<file path="config.mk">
export PLATFORM = sky130hd
export DESIGN_NAME = pcm_to16_linear_upsampler
export DESIGN_NICKNAME = d
export VERILOG_FILES = /design/src/ptlu_pkg.sv /design/src/pcm_to16_linear_upsampler.sv
export SDC_FILE = /design/constraint.sdc
export NUM_CORES = 1
export LEC_CHECK = 0
export BUFFER_PORTS_ARGS = -buffer_cell sky130_fd_sc_hd__buf_2
export CAP_MARGIN = 20
export CORE_ASPECT_RATIO = 0.8
export CORE_UTILIZATION = 50
export CTS_CLUSTER_DIAMETER = 100
export DETAILED_ROUTE_END_ITERATION = 16
export GPL_TIMING_DRIVEN = 0
export PLACE_DENSITY = 0.68
export SYNTH_ARGS = -nofsm -noshare
export SYNTH_HDL_FRONTEND = slang
export SYNTH_SLANG_ARGS = --single-unit
export TNS_END_PERCENT = 10
</file>
<file path="constraint.sdc">
create_clock -name clock -period 7.7 [get_ports clock]
set_input_delay 1.155 -clock clock [delete_from_list [all_inputs] [get_ports clock]]
set_output_delay 1.155 -clock clock [all_outputs]
set_load 0.02 [all_outputs]
</file>
<file path="src/ptlu_pkg.sv">
package ptlu_pkg;

   // configuration register indexes
   localparam logic [1:0] CSR_INPUT_BYTES       = 2'd0;
   localparam logic [1:0] CSR_BIG_ENDIAN_SOURCE = 2'd1;
   localparam logic [1:0] CSR_RATE_MODE         = 2'd2;

   localparam int unsigned CSR_ADDR_W = 2;
   localparam int unsigned CSR_DATA_W = 4;

   localparam int unsigned RAW_W    = 64;
   localparam int unsigned RAW_BYTES = RAW_W / 8;
   localparam int unsigned SAMPLE_W = 16;

   localparam logic [3:0] INPUT_BYTES_RESET = 4'd2;

   // unsigned 8-bit expansion: (b - 128) * 255
   localparam logic signed [9:0]  U8_BIAS  = 10'sd128;
   localparam logic signed [17:0] U8_SCALE = 18'sd255;

   typedef enum logic [1:0] {
      RATE_X1 = 2'd0,
      RATE_X2 = 2'd1,
      RATE_X4 = 2'd2
   } rate_mode_type;

   typedef logic signed [SAMPLE_W-1:0] sample_type;

endpackage

</file>
<file path="src/pcm_to16_linear_upsampler.sv">
// PCM sample converter and linear upsampler. Each request transaction carries one raw
// mono sample of 1 to 8 bytes (first memory byte in the low bits) and a block-start
// flag in tuser; it is turned into signed 16 bits and leaves as 1, 2 or 4 response
// transactions (x1, x2, x4) interpolated between the previous and the current sample,
// the last one of each item marked by tlast. One response is produced per cycle through
// the output register while rsp_tready does not stall it; the next request is taken in
// the same cycle as the final response of the current one leaves the work register.
// The configuration port may only be written while no item is in flight.
module pcm_to16_linear_upsampler
   import ptlu_pkg::*;
(
   input  logic                  clock,
   input  logic                  reset,

   input  logic                  csr_we,
   input  logic [CSR_ADDR_W-1:0] csr_addr,
   input  logic [CSR_DATA_W-1:0] csr_wdata,

   input  logic                  req_tvalid,
   output logic                  req_tready,
   input  logic [RAW_W-1:0]      req_tdata,   // [63:0] raw_sample
   input  logic                  req_tuser,   // [0] block_start

   output logic                  rsp_tvalid,
   input  logic                  rsp_tready,
   output logic [SAMPLE_W-1:0]   rsp_tdata,   // [15:0] sample_out
   output logic                  rsp_tlast    // last_of_run
);

   // configuration
   logic [3:0]    input_bytes_ff;
   logic          big_endian_ff;
   rate_mode_type rate_mode_ff;

   always_ff @(posedge clock) begin
      if (reset) begin
         input_bytes_ff <= INPUT_BYTES_RESET;
         big_endian_ff  <= 1'b0;
         rate_mode_ff   <= RATE_X1;
      end else if (csr_we) begin
         unique case (csr_addr)
            CSR_INPUT_BYTES:       input_bytes_ff <= csr_wdata;
            CSR_BIG_ENDIAN_SOURCE: big_endian_ff  <= csr_wdata[0];
            CSR_RATE_MODE:         rate_mode_ff   <= rate_mode_type'(csr_wdata[1:0]);
            default: ;
         endcase
      end
   end

   // format conversion
   logic [7:0]        raw_byte [RAW_BYTES];
   logic [3:0]        nbytes;
   logic [3:0]        idx_hi_w;
   logic [3:0]        idx_lo_w;
   logic signed [9:0] u8_delta;
   logic signed [17:0] u8_scaled;
   sample_type        conv_sample;

   always_comb begin
      for (int i = 0; i < RAW_BYTES; i++) begin
         raw_byte[i] = req_tdata[i*8 +: 8];
      end
      if (input_bytes_ff == 4'd0) begin
         nbytes = 4'd1;
      end else if (input_bytes_ff > 4'd8) begin
         nbytes = 4'd8;
      end else begin
         nbytes = input_bytes_ff;
      end
      idx_hi_w  = nbytes - 4'd1;
      idx_lo_w  = nbytes - 4'd2;
      u8_delta  = $signed({2'b00, raw_byte[0]}) - U8_BIAS;
      u8_scaled = 18'(u8_delta) * U8_SCALE;
      if (nbytes == 4'd1) begin
         conv_sample = u8_scaled[15:0];
      end else if (big_endian_ff) begin
         conv_sample = {raw_byte[0], raw_byte[1]};
      end else begin
         conv_sample = {raw_byte[idx_hi_w[2:0]], raw_byte[idx_lo_w[2:0]]};
      end
   end

   // work register: holds one item while its responses are produced
   logic          work_valid_ff, work_valid_in;
   logic [1:0]    work_phase_ff, work_phase_in;
   rate_mode_type work_mode_ff;
   sample_type    work_p_ff, work_s_ff;
   sample_type    prev_ff;

   logic          rsp_valid_ff;
   logic [SAMPLE_W-1:0] rsp_data_ff, rsp_data_in;
   logic          rsp_last_ff, rsp_last_in;

   logic out_load;
   logic emit;
   logic req_accept;

   assign out_load   = !rsp_valid_ff || rsp_tready;
   assign emit       = work_valid_ff && out_load;
   assign req_tready = !work_valid_ff || (out_load && rsp_last_in);
   assign req_accept = req_tvalid && req_tready;

   always_comb begin
      work_valid_in = work_valid_ff;
      work_phase_in = work_phase_ff;
      if (req_accept) begin
         work_valid_in = 1'b1;
         work_phase_in = 2'd0;
      end else if (emit && rsp_last_in) begin
         work_valid_in = 1'b0;
      end else if (emit) begin
         work_phase_in = work_phase_ff + 2'd1;
      end
   end

   always_ff @(posedge clock) begin
      if (reset) begin
         work_valid_ff <= 1'b0;
         work_phase_ff <= 2'd0;
         prev_ff       <= '0;
      end else begin
         work_valid_ff <= work_valid_in;
         work_phase_ff <= work_phase_in;
         if (req_accept) begin
            prev_ff <= conv_sample;
         end
      end
   end

   always_ff @(posedge clock) begin
      if (req_accept) begin
         work_mode_ff <= rate_mode_ff;
         work_p_ff    <= req_tuser ? '0 : prev_ff;
         work_s_ff    <= conv_sample;
      end
   end

   // interpolation, averages truncate toward zero
   logic signed [16:0] sum_ps;
   logic signed [17:0] sum_3ps, sum_p3s;
   logic signed [16:0] half_ps;
   logic signed [17:0] qtr_3ps, qtr_p3s;

   always_comb begin
      sum_ps  = 17'(work_p_ff) + 17'(work_s_ff);
      sum_3ps = 18'(work_p_ff) + 18'(work_p_ff) + 18'(work_p_ff) + 18'(work_s_ff);
      sum_p3s = 18'(work_p_ff) + 18'(work_s_ff) + 18'(work_s_ff) + 18'(work_s_ff);
      half_ps = (sum_ps + 17'(sum_ps[16])) >>> 1;
      qtr_3ps = (sum_3ps + (sum_3ps[17] ? 18'sd3 : 18'sd0)) >>> 2;
      qtr_p3s = (sum_p3s + (sum_p3s[17] ? 18'sd3 : 18'sd0)) >>> 2;

      case (work_mode_ff)
         RATE_X1: begin
            rsp_data_in = work_s_ff;
            rsp_last_in = 1'b1;
         end
         RATE_X2: begin
            rsp_data_in = (work_phase_ff == 2'd0) ? work_p_ff : half_ps[15:0];
            rsp_last_in = (work_phase_ff == 2'd1);
         end
         default: begin
            case (work_phase_ff)
               2'd0:    rsp_data_in = work_p_ff;
               2'd1:    rsp_data_in = qtr_3ps[15:0];
               2'd2:    rsp_data_in = half_ps[15:0];
               default: rsp_data_in = qtr_p3s[15:0];
            endcase
            rsp_last_in = (work_phase_ff == 2'd3);
         end
      endcase
   end

   // output register
   always_ff @(posedge clock) begin
      if (reset) begin
         rsp_valid_ff <= 1'b0;
      end else if (out_load) begin
         rsp_valid_ff <= work_valid_ff;
      end
   end

   always_ff @(posedge clock) begin
      if (emit) begin
         rsp_data_ff <= rsp_data_in;
         rsp_last_ff <= rsp_last_in;
      end
   end

   assign rsp_tvalid = rsp_valid_ff;
   assign rsp_tdata  = rsp_data_ff;
   assign rsp_tlast  = rsp_last_ff;

endmodule

</file>
**Word level (Yosys, flattened, before mapping)**

Index checks and enable logic that the tools add are counted.
W data, S select, Z words.

- Register bits: 78
- Output and inout bits: 19
- Bits of input ports: 76

- Magnitude comparators: 3
- Muxes and demuxes: 18
- Reductions and logical operators: 18
- Add/subtract/negate cells: 14
- Bitwise operators: 3
- Multipliers: 1
- Eq/ne operators: 7

Operators by type and width:

| kind | number |
|---|---|
| $add A16 B16 Y17 | 3 |
| $bmux W8 S3 | 2 |
| $mux W16 | 3 |
| $pmux W16 S3 | 1 |
| $add A17 B16 Y18 | 2 |
| $add A18 B16 Y18 | 2 |
| $add A18 B3 Y18 | 2 |
| $mux W8 | 4 |
| $pmux W16 S2 | 1 |
| $add A17 B1 Y17 | 1 |
| $mul A9 B9 Y16 const B | 1 |
| $sub A8 B8 Y9 const B | 1 |
| $ge A4 B4 Y1 const B | 2 |
| $mux W4 | 2 |
| $not A3 Y4 | 2 |
| $reduce_and A2 Y1 | 4 |
| $eq A2 B1 Y1 const B | 3 |
| $eq A2 B2 Y1 const B | 3 |
| $logic_not A2 Y1 | 3 |
| $eq A4 B1 Y1 const B | 1 |
| $gt A4 B4 Y1 const B | 1 |
| $logic_and A1 B1 Y1 | 4 |
| $logic_not A4 Y1 | 1 |
| $mux W2 | 2 |
| other kinds (10) | 13 |

**Longest topological paths before layout**

- Word-level depth: 10
- Depth in mapped cells: 20

**Worst setup path after synthesis**

No wires, ideal clock.

- Path type: in2reg
- Start: input port req_tdata[7]
- End: register prev_ff[14]
- Stages on the path: 18
- Path buffers: 1
- Data arrival time: 5.746 ns
- Path slack: 1.839 ns
- Cells stage by stage: buf_1 > inv_1 > fa_1 > inv_1 > fa_1 > fa_1 > fa_1 > inv_1 > ha_1 > o21ai_0 > a21boi_0 > o21ai_0 > a21boi_0 > o21ai_0 > a21oi_1 > or3_1 > a31o_2 > o21a_1

- Word-level cells in the longest chain between the ends: 3

Ends and longest elaborated chain:

| element | line | RTL |
|---|---|---|
| from (decl) | pcm_to16_linear_upsampler.sv:21 | `input logic [RAW_W-1:0] req_tdata,` |
| $sub A8 B8 Y9 | pcm_to16_linear_upsampler.sv:72 | `u8_delta = $signed({2'b00, raw_byte[0]}) - U8_BIAS;` |
| $mul A9 B9 Y16 | pcm_to16_linear_upsampler.sv:73 | `u8_scaled = 18'(u8_delta) * U8_SCALE;` |
| $mux W16 | pcm_to16_linear_upsampler.sv:74 | `if (nbytes == 4'd1) begin` |
| net conv_sample[14] | pcm_to16_linear_upsampler.sv:57 | `sample_type conv_sample;` |
| to (signal assigned) | pcm_to16_linear_upsampler.sv:125 | `prev_ff <= conv_sample;` |
| to (decl) | pcm_to16_linear_upsampler.sv:88 | `sample_type prev_ff;` |

The timed path passes the listed nets, and every way through them passes these cells.
A chain may end at the register's enable or synchronous reset.

**Final worst setup path**

Ends and elaborated chain as after synthesis.

==> flow_metrics.tcl <==
set metrics [dict create \
    required_ns 7.94 \
    portBuffers 93 \
    post-route-drc-count 0 \
    gp_congestion 0.9881 \
    dp_hpwl_microns 26140 \
    n_antenna_cell 0 \
    async_flop_share_pct 0 \
    stdcell_count 1605 \
    core_area_sq_mm 0.02105 \
    antenna_found_initial 0 \
    finalClockSkew_ns 0.007211 \
    ys_warn_count 0 \
    period_share_pct 87.22 \
    cp_max_fo 11 \
    p_leak_nw 5.076 \
    num_io_pins 95 \
    crit_buf_inv 5 \
    whs_ns 0.4400 \
    routed_wl_microns 32840 \
    hold_class "reg -> reg" \
    ctsHtreeMaxLevel 3 \
    cp-start-kind "input port" \
    max_freq_mhz 148.9 \
    critPathSlowestCell "fa_1" \
    powerDensity_mw_per_mm2 274.7 \
    rsz0062_at_grt "false" \
    r2r_setup_slack_ns 1.70 \
    path_class "in -> reg" \
    ys_types 83 \
    cts_hold_buf 0 \
    arrival_ns 6.95 \
    clock-sinks 78 \
    cts_buffers 9 \
    tns_ns 0 \
    grt_pass1_wl_microns 51530 \
    drv_cap 0 \
    drive_gt1_share_pct 13.47 \
    grt_max_degree 29 \
    cp-end-kind "register" \
    drt-wirelength-per-cell_microns 20.46 \
    root_buffer "clkbuf_16" \
    run_status "finished, final reports clean" \
    slew_headroom_pct 44.04 \
    dr.pass1.iters 5 \
    synth-seq-area-share_pct 18.99 \
    dieArea_sq_mm 0.02242 \
    drt-initial-drc-count 940 \
    via_count 9934 \
    final_cell_mix "103 x buf_2, 101 x nor2_1, 97 x inv_1" \
    vias_per_cell 6.189 \
    layout_min_cycle_time_ns 6.716 \
    die_height_microns 134.1 \
    syn_nets 1461 \
    synth_edf_count 51 \
    ant_nets 0 \
    fill_cells 1916 \
    die_w_microns 167.2 \
    cp_slowest_stage_delay_ns 0.65 \
    tightestPinTransition_ns 0.8376 \
    peakVddDrop_uv 161.9 \
    synthCells 1224 \
    grt_pass1_vias 9300 \
    avgSynthCellArea_sq_um 8.914 \
    synth-seq-cells 78 \
    cts_resized 0 \
    grt.overflow.total 0 \
    grt_usage_pct 29.95 \
    clk_path_buf_depth 2 \
    synth_area_sq_mm 0.01091 \
    critical-path-top-delay-family "adder cells" \
    start_util_pct 51.82 \
    hold_viol_final 0 \
    setup_viol 0 \
    dp.cells 1589 \
    finish.utilization_pct 57.26 \
    layout_commonest_cell "buf_2" \
    clk_pin_slew_ns 0.06 \
    post_cts_buffers 0 \
    rows 47 \
    synthToLayoutAreaGrowth_pct 10.48 \
    insertion_delay_ns 0.34 \
    crit_chain "buf_2 > buf_1 > inv_1 > fa_1 > inv_1 > fa_1 > fa_1 > fa_1 > inv_1 > ha_1 > o21ai_0 > a21boi_0 > o21ai_0 > a21boi_0 > o21ai_0 > a21oi_1 > or3_1 > a31o_2 > o21a_1" \
    power_mw 3.312 \
    path_common_cell "fa_1" \
    cts_tree "built" \
    ys.flop_type "edfxtp_1" \
    finish.net_count 1568 \
    drv_slew 0 \
]
-- metrics by stage --
step           setup slack [ns]  area (sq um)
3_3_place_gp             0.8203         11710
2_1_floorplan             1.839         10910
3_5_place_dp             0.6618         11760
6_report                 0.9838         12050
4_1_cts                  0.9965         12050
5_1_grt                  0.5547         12050
-- worst register-to-register path: cells and delay by family (launching register included) --
family                     cells  cell delay, ns
and+or+nand+nor                7            1.49
AOI/OAI and AO/OA              6            1.62
adders and majority gates      4            1.44
xor gates and xnor gates       2            0.55
buffers and inverters          1            0.06
DFF                            1            0.63
-- per-layer routing --
| metal | global-route usage (%) | up-vias | share of wire, % |
|---|---|---|---|
| met1 | 44.89 | 4759 | 46 |
| met5 | 0 | - | 0 |
| met3 | 7.052 | 64 | 11 |
| li1 | - | 4654 | - |
| met2 | 42.58 | 457 | 40 |
| met4 | 8.410 | 0 | 2.8 |
-- worst paths after layout --
check             startpoint               to  depth (start not counted)
max reg2reg     work_p_ff[1]    rsp_tdata[15]                         20
max             req_tdata[7]      prev_ff[14]                         19
min reg2reg  rate_mode_ff[0]  work_mode_ff[0]                          0
min          rate_mode_ff[0]  work_mode_ff[0]                          0
-- power by group --
part	internal, mW	leakage (nW)	switching, mW
Combinational	0.912	4.21	1.39
Sequential	0.498	0.721	0.0827
Clock	0.253	0.148	0.176
-- flip-flops by register name, summed over array words and instances (netlist names) --
register / flops
prev_ff: 16
rsp_tdata: 16
work_p_ff: 16
work_s_ff: 16
input_bytes_ff: 4
rate_mode_ff: 2
work_mode_ff: 2
work_phase_ff: 2
big_endian_ff: 1
rsp_tlast: 1
rsp_tvalid: 1
work_valid_ff: 1
-- cells in the mapped netlist, types with 27 or more instances --
master    count  area, sq um
o21ai_0      57        285.3
dfxtp_1      27        540.5
mux2i_1      63        630.6
nor2_1      101        379.1
fa_1         66         1321
nand2_1      93        349.1
nor3_1       30        150.1
clkbuf_1     32        120.1
xnor2_1      48        420.4
a21oi_1      69        345.3
inv_1        97        364.1
xor2_1       37        324.1
nor2b_1      29        181.4
ha_1         95         1189
edfxtp_1     51         1531
-- area by class of cell --
class	instances	area [sq um]	share of cell area, %
multi-input combinational	1001	8284	68.73
sequential	78	2072	17.19
timing repair buffer	96	508.0	4.214
inverter	99	371.6	3.083
tap	269	336.6	2.792
clock buffer	10	229.0	1.900
buffer	46	186.4	1.547
clock inverter	6	66.31	0.5501
-- logic make-up (layout without fill, tap and decap cells) --
logic type / after synthesis / in the layout / synth area share, %
AOI/OAI and AO/OA: 301 / 301 / 18.96
xor gates and xnor gates: 85 / 85 / 6.823
adders and majority gates: 161 / 161 / 23.00
buffers and inverters: 145 / 257 / 5.103
DFF: 78 / 78 / 18.99
muxes: 89 / 89 / 10.11
and+or+nand+nor: 365 / 365 / 17.01
Power figures use the tool's default switching activity.
